$ cat config.mk
export PLATFORM = sky130hd
export DESIGN_NAME = url_query_string_decoder_top
export DESIGN_NICKNAME = d
export VERILOG_FILES = /design/src/sv/uqsd_pkg.sv /design/src/sv/url_query_string_decoder_top.sv
export SDC_FILE = /design/constraint.sdc
export NUM_CORES = 1
export LEC_CHECK = 0
export BUFFER_PORTS_ARGS = -buffer_cell sky130_fd_sc_hd__buf_2
export CAP_MARGIN = 5
export CELL_PAD_IN_SITES_DETAIL_PLACEMENT = 1
export CELL_PAD_IN_SITES_GLOBAL_PLACEMENT = 1
export CORE_UTILIZATION = 50
export DETAILED_ROUTE_END_ITERATION = 8
export GPL_ROUTABILITY_DRIVEN = 1
export GPL_TIMING_DRIVEN = 0
export PLACE_DENSITY = 0.86
export SYNTH_ARGS = -nofsm -noshare
export SYNTH_HDL_FRONTEND = slang
export SYNTH_SLANG_ARGS = --single-unit
$ cat constraint.sdc
create_clock -name clk_i -period 6.9 [get_ports clk_i]
set_clock_uncertainty 0.1 [all_clocks]
set_input_delay 0 -clock clk_i [delete_from_list [all_inputs] [get_ports clk_i]]
set_output_delay 0 -clock clk_i [all_outputs]
set_load 0.02 [all_outputs]
$ cat src/sv/uqsd_pkg.sv
// Package with the types, character codes and hex decode of the query string decoder.
package uqsd_pkg;

  typedef enum logic [4:0] {
    PH_START  = 5'b00001,
    PH_KEY    = 5'b00010,
    PH_VALUE  = 5'b00100,
    PH_KEYESC = 5'b01000,
    PH_VALESC = 5'b10000
  } phase_e;

  typedef enum logic [1:0] {
    KIND_KEY      = 2'd0,
    KIND_VALUE    = 2'd1,
    KIND_END_NAME = 2'd2,
    KIND_END_PAIR = 2'd3
  } kind_e;

  localparam logic CMD_DATA   = 1'b0;
  localparam logic CMD_FINISH = 1'b1;

  localparam logic [7:0] CH_PERCENT = 8'h25;
  localparam logic [7:0] CH_PLUS    = 8'h2B;
  localparam logic [7:0] CH_AMP     = 8'h26;
  localparam logic [7:0] CH_EQUALS  = 8'h3D;
  localparam logic [7:0] CH_SPACE   = 8'h20;

  typedef struct packed {
    kind_e      kind;
    logic [7:0] data;
    logic       last;
  } result_t;

  typedef struct packed {
    logic       valid;
    logic [3:0] value;
  } hex_t;

  function automatic hex_t hex_decode(logic [7:0] c);
    hex_t h;
    h.valid = 1'b1;
    h.value = 4'd0;
    if (c >= 8'h30 && c <= 8'h39) begin
      h.value = 4'(c - 8'h30);
    end else if (c >= 8'h61 && c <= 8'h66) begin
      h.value = 4'(c - 8'h57);
    end else if (c >= 8'h41 && c <= 8'h46) begin
      h.value = 4'(c - 8'h37);
    end else begin
      h.valid = 1'b0;
    end
    return h;
  endfunction

endpackage

$ cat src/sv/url_query_string_decoder_top.sv
// Top level of the query string decoder: parser state, decode logic and result queue.
//
//   channel  direction  handshake               payload
//   input    in         in_valid_i / in_stall_o  cmd_i, in_byte_i
//   output   out        out_valid_o / out_stall_i entry_kind_o, out_byte_o, last_o
//
// Each transfer is decoded in the cycle it is accepted; its zero to two results enter
// a three-entry result queue and appear on the output from the next cycle on.
// One input transfer per cycle is taken while the queue keeps room for two results,
// so a byte stream runs at one byte per cycle; items with two results can fill the
// queue and then stall the input even when the output drains one result per cycle.
// Reset returns the parser to the start of a parameter and empties the queue.
// A stall on the output backs up into in_stall_o once the queue is nearly full.
module url_query_string_decoder_top (
  input  logic       clk_i,
  input  logic       rst_ni,
  input  logic       in_valid_i,
  output logic       in_stall_o,
  input  logic       cmd_i,
  input  logic [7:0] in_byte_i,
  output logic       out_valid_o,
  input  logic       out_stall_i,
  output logic [1:0] entry_kind_o,
  output logic [7:0] out_byte_o,
  output logic       last_o
);

  localparam int unsigned Depth = 3;

  uqsd_pkg::phase_e  phase_q, phase_d;
  logic              hex_cnt_q, hex_cnt_d;
  logic [3:0]        hex_acc_q, hex_acc_d;
  logic              key_seen_q, key_seen_d;

  uqsd_pkg::result_t q_q [Depth];
  uqsd_pkg::result_t q_d [Depth];
  logic [1:0]        cnt_q, cnt_d;

  uqsd_pkg::result_t res [2];
  logic [1:0]        n_res;

  logic              pop, accept;
  logic [1:0]        base;

  assign out_valid_o  = (cnt_q != 2'd0);
  assign entry_kind_o = q_q[0].kind;
  assign out_byte_o   = q_q[0].data;
  assign last_o       = q_q[0].last;

  assign pop        = out_valid_o && !out_stall_i;
  assign base       = cnt_q - {1'b0, pop};
  assign in_stall_o = (base > 2'd1);
  assign accept     = in_valid_i && !in_stall_o;

  // Decode of one transfer: an escape may be flushed first, then the character is
  // handled as plain text in the phase that the flush leaves.
  always_comb begin
    uqsd_pkg::phase_e ph;
    logic             ks;
    logic             cnt;
    logic [3:0]       acc;
    logic [1:0]       n;
    logic             do_plain;
    logic             do_flush;
    logic [7:0]       fbyte;
    logic [7:0]       dec;
    logic             was_key;
    uqsd_pkg::hex_t   h;

    ph       = phase_q;
    ks       = key_seen_q;
    cnt      = hex_cnt_q;
    acc      = hex_acc_q;
    n        = 2'd0;
    do_plain = 1'b0;
    do_flush = 1'b0;
    fbyte    = (hex_cnt_q == 1'b0) ? uqsd_pkg::CH_PERCENT : {4'd0, hex_acc_q};
    was_key  = (phase_q == uqsd_pkg::PH_KEYESC);
    h        = uqsd_pkg::hex_decode(in_byte_i);
    dec      = (in_byte_i == uqsd_pkg::CH_PLUS) ? uqsd_pkg::CH_SPACE : in_byte_i;
    for (int i = 0; i < 2; i++) begin
      res[i].kind = uqsd_pkg::KIND_KEY;
      res[i].data = 8'd0;
      res[i].last = 1'b0;
    end

    if (phase_q == uqsd_pkg::PH_KEYESC || phase_q == uqsd_pkg::PH_VALESC) begin
      if (cmd_i == uqsd_pkg::CMD_FINISH) begin
        do_flush = 1'b1;
      end else if (h.valid) begin
        if (hex_cnt_q == 1'b1) begin
          do_flush = 1'b1;
          fbyte    = {hex_acc_q, h.value};
        end else begin
          cnt = 1'b1;
          acc = h.value;
        end
      end else begin
        do_flush = 1'b1;
        do_plain = 1'b1;
      end
    end else if (cmd_i == uqsd_pkg::CMD_DATA) begin
      do_plain = 1'b1;
    end

    if (do_flush) begin
      res[0].data = fbyte;
      if (was_key) begin
        res[0].kind = uqsd_pkg::KIND_KEY;
        ks          = 1'b1;
        ph          = uqsd_pkg::PH_KEY;
      end else begin
        res[0].kind = uqsd_pkg::KIND_VALUE;
        ph          = uqsd_pkg::PH_VALUE;
      end
      n   = 2'd1;
      cnt = 1'b0;
      acc = 4'd0;
    end

    if (cmd_i == uqsd_pkg::CMD_FINISH) begin
      if (do_flush) begin
        res[1].kind = was_key ? uqsd_pkg::KIND_END_NAME : uqsd_pkg::KIND_END_PAIR;
        n           = 2'd2;
      end else if (phase_q == uqsd_pkg::PH_KEY) begin
        if (key_seen_q) begin
          res[0].kind = uqsd_pkg::KIND_END_NAME;
          n           = 2'd1;
        end
      end else if (phase_q == uqsd_pkg::PH_VALUE) begin
        res[0].kind = uqsd_pkg::KIND_END_PAIR;
        n           = 2'd1;
      end
      ph  = uqsd_pkg::PH_START;
      ks  = 1'b0;
      cnt = 1'b0;
      acc = 4'd0;
    end else if (do_plain) begin
      case (ph)
        uqsd_pkg::PH_VALUE: begin
          if (in_byte_i == uqsd_pkg::CH_PERCENT) begin
            ph = uqsd_pkg::PH_VALESC;
          end else if (in_byte_i == uqsd_pkg::CH_AMP) begin
            res[n[0]].kind = uqsd_pkg::KIND_END_PAIR;
            n              = n + 2'd1;
            ph             = uqsd_pkg::PH_START;
            ks             = 1'b0;
          end else begin
            res[n[0]].kind = uqsd_pkg::KIND_VALUE;
            res[n[0]].data = dec;
            n              = n + 2'd1;
          end
        end
        uqsd_pkg::PH_KEY: begin
          if (in_byte_i == uqsd_pkg::CH_EQUALS) begin
            ph = uqsd_pkg::PH_VALUE;
          end else if (in_byte_i == uqsd_pkg::CH_AMP) begin
            res[n[0]].kind = uqsd_pkg::KIND_END_NAME;
            n              = n + 2'd1;
            ph             = uqsd_pkg::PH_START;
            ks             = 1'b0;
          end else if (in_byte_i == uqsd_pkg::CH_PERCENT) begin
            ph = uqsd_pkg::PH_KEYESC;
          end else begin
            res[n[0]].kind = uqsd_pkg::KIND_KEY;
            res[n[0]].data = dec;
            n              = n + 2'd1;
            ks             = 1'b1;
          end
        end
        default: begin
          // Start of a parameter; unused phase codes land here as well.
          ph = uqsd_pkg::PH_START;
          if (in_byte_i == uqsd_pkg::CH_EQUALS) begin
            ph = uqsd_pkg::PH_VALUE;
          end else if (in_byte_i == uqsd_pkg::CH_AMP) begin
            ph = uqsd_pkg::PH_START;
          end else if (in_byte_i == uqsd_pkg::CH_PERCENT) begin
            ph = uqsd_pkg::PH_KEYESC;
          end else begin
            res[n[0]].kind = uqsd_pkg::KIND_KEY;
            res[n[0]].data = dec;
            n              = n + 2'd1;
            ks             = 1'b1;
            ph             = uqsd_pkg::PH_KEY;
          end
        end
      endcase
    end

    if (n == 2'd1) begin
      res[0].last = 1'b1;
    end else if (n == 2'd2) begin
      res[1].last = 1'b1;
    end

    n_res      = n;
    phase_d    = ph;
    key_seen_d = ks;
    hex_cnt_d  = cnt;
    hex_acc_d  = acc;
  end

  // Result queue: the head sits in entry zero and a transfer out shifts the rest down.
  always_comb begin
    for (int i = 0; i < Depth; i++) begin
      if (pop && i < Depth - 1) begin
        q_d[i] = q_q[i + 1];
      end else begin
        q_d[i] = q_q[i];
      end
    end
    cnt_d = base;
    if (accept) begin
      if (n_res != 2'd0) begin
        q_d[base] = res[0];
      end
      if (n_res == 2'd2) begin
        q_d[base + 2'd1] = res[1];
      end
      cnt_d = base + n_res;
    end
  end

  always_ff @(posedge clk_i or negedge rst_ni) begin
    if (!rst_ni) begin
      phase_q    <= uqsd_pkg::PH_START;
      key_seen_q <= 1'b0;
      hex_cnt_q  <= 1'b0;
      hex_acc_q  <= 4'd0;
      cnt_q      <= 2'd0;
    end else begin
      cnt_q <= cnt_d;
      if (accept) begin
        phase_q    <= phase_d;
        key_seen_q <= key_seen_d;
        hex_cnt_q  <= hex_cnt_d;
        hex_acc_q  <= hex_acc_d;
      end
    end
  end

  always_ff @(posedge clk_i) begin
    for (int i = 0; i < Depth; i++) begin
      q_q[i] <= q_d[i];
    end
  end

endmodule

==> flow_summary.toml, run 1 <==
[floorplan]
die_area_mm2 = 0.00684
die_height_um = 82.7
fp-row-count = 29
core_mm2 = 0.00631
start_util_pct = 51.6
die_w_um = 82.7
io_pins = 26

[critical_path]
path_depth = 14
worstReg2RegStart = "phase_q[3]"
critPathCaptureType = "flip-flop"
cp_cell_sequence = "buf_2 -> xnor2_1 -> or4_1 -> clkbuf_1 -> nor2_1 -> ha_1 -> inv_1 -> nand2_1 -> a311o_1 -> a311oi_4 -> inv_2 -> nor3_2 -> nor2_1 -> a221o_1"
crit_arrival_ps = 4500
r2r_slack_ps = 2490
critPathKind = "flip-flop to flip-flop"
slowest_delay_ps = 480
cp_max_fo = 8
crit_path_start_kind = "flip-flop"
crit_family = "simple AND/OR/NAND/NOR gates"
regToRegEndpoint = "q_q[0][15]"
crit_path_end = "q_q[0][15]"
cp-startpoint = "phase_q[3]"
crit_slowest_cell = "nor2_1"
crit_top_cell = "nor2_1"
crit_buf_inv = 4
r2r_cells = 14
cp.required_ps = 7000

[timing]
finalSetupTns_ps = 0
drv_slew = 0
layout_setup_ws_ps = 2490
rsz0062_at_grt = "false"
setup_viol = 0
fin_hold_ws_ps = 16.5
layout_min_cycle_time_ps = 4410
hold_viol_final = 0
worst_pin_slew_ps = 1220
post-route-period-util_pct = 63.9
relSlewSlack_pct = 18.0
fmax_ghz = 0.227

[clocking]
cts_setup_buffers = 0
path_clk_slew_ps = 100
clk_latency_ps = 310
cts_buffers = 5
cts_root_buffer = "clkbuf_8"
clock-sinks = 46
cts_buffer_depth = 2
cts_tree = "done"
cts_max_level = 2

[routing]
dr_wl_met3_um = 326
post_drt_wl_per_cell_um = 19.0
final_antenna_net_count = 0
top_layer = "met4"
dr.pass1.iters = 4
drt-initial-drc-count = 181
drt-total-wl_mm = 9.29
drc = 0
wl_met1_mm = 4.23
via_per_inst = 6.17
wl_met2_mm = 4.59
dr_total_vias = 3017

[logic_synthesis]
postSynthAreaPerCell_um2 = 8.62
yosysWarnings = 0
synth_top_cell_by_area = "dfxtp_1"
synth.top_cell.area_share_pct = 13.5
ys.flop_type = "dfxtp_1"
ys_top_cells_by_area = "dfxtp_1, mux2i_1, edfxtp_1"
ys_ff_latch = 46
ys_async_sr_fraction_pct = 28.3
syn_inst = 378
synth_area_mm2 = 0.00326
synth_edf_count = 11
seq_area_frac_synth_pct = 33.7
syn_nets = 398
synth_cell_type_count = 64

[outcome]
status = "complete, no violations"

[place]
dpl_cell_area_mm2 = 0.00346
detailed_place_hpwl_mm = 7.26
post-place-ws_ps = 2530
globalplace.congestion = 0.987
port_buffers = 22

[grt]
grt_first_pass_wirelength_mm = 14.9
grt_antenna_before_repair = 0
grt-ovfl-total = 0
grt_usage_pct = 28.9
grt_pass1_vias = 2944
grt_max_degree = 17

[final_layout]
diodes = 0
drive_above_1_share_pct = 15.5
fillerInstances = 814
fin_area_mm2 = 0.00359
mostFrequentLayoutCells = "nand2_1, mux2i_1, buf_2"
final_common_cell = "nand2_1"
fin_nets = 431
syn2layout_area_growth_pct = 10.3

[hold_path]
hold_class = "input pin to flip-flop"

[power_and_ir_drop]
power_leakage_nw = 1.48
power.density_mw_per_mm2 = 346
peakVddDrop_mv = 0.206

[flow_run]
maxCapViolCount = 0
cell usage after synthesis (4+ instances only):
library cell  instances
a21o_1                5
a21oi_1              17
a22o_1                4
a22oi_1               8
a31oi_1               4
and2_1                7
buf_2                 9
buf_4                11
clkbuf_1              9
dfrtp_1              12
dfxtp_1              22
edfxtp_1             11
ha_1                  7
inv_1                16
mux2_1                4
mux2i_1              35
nand2_1              50
nand2b_1              4
nand3_1              12
nand3b_1              4
nor2_1               24
nor3_1                6
o211ai_1              4
o21ai_0              13
o21ai_1               9
o221ai_1              4
xnor2_1               5
per-stage QoR:
step           std cells  utilization, %  total power, mW
3_3_place_gp         477            54.9             1.03
6_report             489            56.9             1.24
4_1_cts              489            56.9             1.24
2_1_floorplan        378               -            0.912
5_1_grt              489            56.9             1.33
3_5_place_dp         477            54.9             1.07
power by group:
group / leakage [nW] / total (mW) / switching [mW] / internal [mW]
Combinational: 0.981 / 0.597 / 0.352 / 0.245
Sequential: 0.455 / 0.473 / 0.0651 / 0.407
Clock: 0.0484 / 0.172 / 0.100 / 0.0717
Total: 1.48 / 1.24 / 0.518 / 0.724
sequential cells by signal, summed over array words and instances (netlist names):
signal and flops:
key_seen_q 1, phase_q 5, hex_acc_q 4, cnt_q 2, hex_cnt_q 1, q_q 33
worst reg2reg max path: cells and delay by family (launching register included):
kind / cells / cell delay [ps]
AO/OA/AOI/OAI: 3 / 1120
XOR/XNOR: 1 / 150
adder cells (fa/ha/maj): 1 / 340
buffers and inverters: 4 / 660
flip-flops: 1 / 380
AND/OR/NAND/NOR: 5 / 1540
logic make-up (layout without fill, tap and decap cells):
family / count (synthesis) / after routing / share of synthesized area (%)
buf+inv: 47 / 81 / 7.03
mux: 40 / 40 / 12.5
compound gates: 99 / 99 / 21.8
flops: 46 / 46 / 33.7
simple gates: 134 / 134 / 21.0
fa+ha+maj: 7 / 7 / 2.69
xor+xnor: 5 / 5 / 1.34
how the worst min path moves through the flow:
stage / from / to / slack, ps / depth (start not counted)
CTS: in_byte_i[6] / q_q[0][18] / 10 / 3
global placement: rst_ni / phase_q[2] / -180 / 1
finish: in_byte_i[6] / q_q[0][18] / 20 / 3
floorplan: rst_ni / cnt_q[0] / -400 / 0
detailed placement: rst_ni / phase_q[2] / -180 / 1
global route: in_byte_i[6] / q_q[0][18] / 30 / 3
repair_timing:
action / CTS / global route
hold buffers: 4 / 0
resized for setup: 0 / 0
endpoints found under the hold margin: 17 / 0
cell type report:
type	instances	area [µm²]	share of cell area (%)
Buffer	30	165	4.60
Sequential cell	46	1100	30.5
Clock inverter	3	20.0	0.557
Inverter	17	63.8	1.78
Timing Repair Buffer	26	150	4.18
Multi-Input combinational cell	285	1930	53.7
Tap cell	77	96.3	2.68
Clock buffer	5	68.8	1.92
metal layers:
layer  track usage (%)  vias to the layer above
met3              3.19                       14
met5                 0                        -
met4              8.10                        0
li1                  -                     1439
met1              38.6                     1485
met2              49.2                       79
(Power assumes the default switching activity.)
==> run 2: changes to the inputs <==
--- a/config.mk
+++ b/config.mk
@@ -9,11 +9,11 @@
 export CAP_MARGIN = 5
 export CELL_PAD_IN_SITES_DETAIL_PLACEMENT = 1
 export CELL_PAD_IN_SITES_GLOBAL_PLACEMENT = 1
-export CORE_UTILIZATION = 50
+export CORE_UTILIZATION = 42
 export DETAILED_ROUTE_END_ITERATION = 8
 export GPL_ROUTABILITY_DRIVEN = 1
 export GPL_TIMING_DRIVEN = 0
-export PLACE_DENSITY = 0.86
+export PLACE_DENSITY = 0.77
 export SYNTH_ARGS = -nofsm -noshare
 export SYNTH_HDL_FRONTEND = slang
 export SYNTH_SLANG_ARGS = --single-unit
==> constraint.sdc (replaced) <==
create_clock -name clk_i -period 3.8 [get_ports clk_i]
set_clock_uncertainty 0.1 [all_clocks]
set_input_delay 0 -clock clk_i [delete_from_list [all_inputs] [get_ports clk_i]]
set_output_delay 0 -clock clk_i [all_outputs]
set_load 0.02 [all_outputs]
==> flow_summary.toml, run 2 (synthesis gave the netlist of run 1 again) <==
[clocking]
clk_latency_ps = 310
cts_buffer_depth = 2
cts_max_level = 2
path_clk_slew_ps = 100
clock-sinks = 46
cts_root_buffer = "clkbuf_8"
cts_buffers = 5
cts_tree = "done"

[grt]
grt_pass1_vias = 3007
grt_antenna_before_repair = 0
grt_usage_pct = 23.9
grt-ovfl-total = 0
grt_max_degree = 17
grt_first_pass_wirelength_mm = 15.6

[place]
globalplace.congestion = 0.881
detailed_place_hpwl_mm = 7.25
port_buffers = 22

[power_and_ir_drop]
power.density_mw_per_mm2 = 612
power_leakage_nw = 1.54
peakVddDrop_mv = 0.278

[floorplan]
core_mm2 = 0.00737
start_util_pct = 44.2
fp-row-count = 31
die_height_um = 90.1
die_area_mm2 = 0.00811
die_w_um = 90.1
io_pins = 26

[routing]
post_drt_wl_per_cell_um = 18.3
via_per_inst = 5.86
drt-total-wl_mm = 9.50
drt-initial-drc-count = 121
dr_total_vias = 3035
final_antenna_net_count = 0
dr.pass1.iters = 4
drc = 0

[timing]
rsz0062_at_grt = "true"
fmax_ghz = 0.272
finalSetupTns_ps = 0
post-route-period-util_pct = 96.9
drv_slew = 0
layout_min_cycle_time_ps = 3680
setup_viol = 0
hold_viol_final = 0
worst_pin_slew_ps = 733
relSlewSlack_pct = 50.7

[final_layout]
mostFrequentLayoutCells = "nand2_1, mux2i_1, buf_2"
diodes = 0
largest_reg_flops = 33
final_common_cell = "nand2_1"
largest_registers = "q_q (33), phase_q (5), hex_acc_q (4)"
drive_above_1_share_pct = 19.6
syn2layout_area_growth_pct = 16.0
fin_util_pct = 51.3
fin_nets = 438
regMostFlops = "q_q"

[hold_path]
hold_class = "input pin to flip-flop"

[critical_path]
cp_max_fo = 8
critPathKind = "flip-flop to flip-flop"
cp.required_ps = 3890
crit_arrival_ps = 3770
crit_path_start_kind = "flip-flop"
critPathCaptureType = "flip-flop"

[flow_run]
maxCapViolCount = 0

[outcome]
status = "complete, no violations"
run 2: layout make-up:
class                   count  area (µm²)
fillers                   917        3590
clock buffers               5        68.8
clock inverters             3        23.8
repair buffers             36         228
plain buffers              27         154
well taps                  99         124
multi-input cells         285        2010
flip-flops and latches     46        1100
inverters                  17        67.6
run 2: stage by stage:
step	worst slack (ps)	instances	hold WS (ps)	area, µm²	power, mW
finish	119	518	4.70	3780	2.31
global route	-49.1	518	34.6	3780	2.48
CTS	86.1	514	0.0576	3700	2.30
detailed placement	-615	499	-176	3490	1.94
global placement	-557	499	-176	3490	1.89
floorplan	208	378	-396	3260	1.66
run 2: path summary, 6_finish.rpt:
kind,startpoint,to,slack [ps],cells after the start
min in group asynchronous,rst_ni,hex_acc_q[2],20,2
max reg2reg,phase_q[3],q_q[0][17],120,13
min reg2reg,key_seen_q,key_seen_q,420,1
max in group asynchronous,rst_ni,phase_q[0],3280,2
max,phase_q[3],q_q[0][17],120,13
min,in_byte_i[1],q_q[0][13],5,3
run 2: what timing repair did:
action | CTS | global route
endpoints found under the setup margin | 39 | 19
resized for setup | 9 | 10
hold buffers | 5 | 0
pin swaps | 2 | 5
hold endpoints to repair | 19 | 0
buffers inserted | 3 | 6
run 2: where the power goes:
part,switching (mW),total (mW),internal [mW]
sequential,0.119,0.858,0.739
combinational,0.655,1.13,0.472
clock,0.192,0.326,0.134
total,0.966,2.31,1.35
run 2: critical path, stage by stage (launching register included):
cell and delay, ps:
dfrtp_2 470, xnor2_2 170, or4_4 610, nor2_4 140, ha_1 260, inv_2 70
nand2_1 50, a311o_1 290, a311oi_4 360, inv_2 160, or3_1 400, buf_4 190
o21ai_2 130, o221ai_1 150
run 2: metal layers:
| metal | up-vias | share of wire [%] | global-route usage, % |
|---|---|---|---|
| met4 | 0 | 1.4 | 6.18 |
| met3 | 12 | 3.4 | 3.30 |
| met2 | 67 | 48 | 40.1 |
| li1 | 1451 | - | - |
| met5 | - | 0 | 0 |
| met1 | 1505 | 47 | 32.3 |
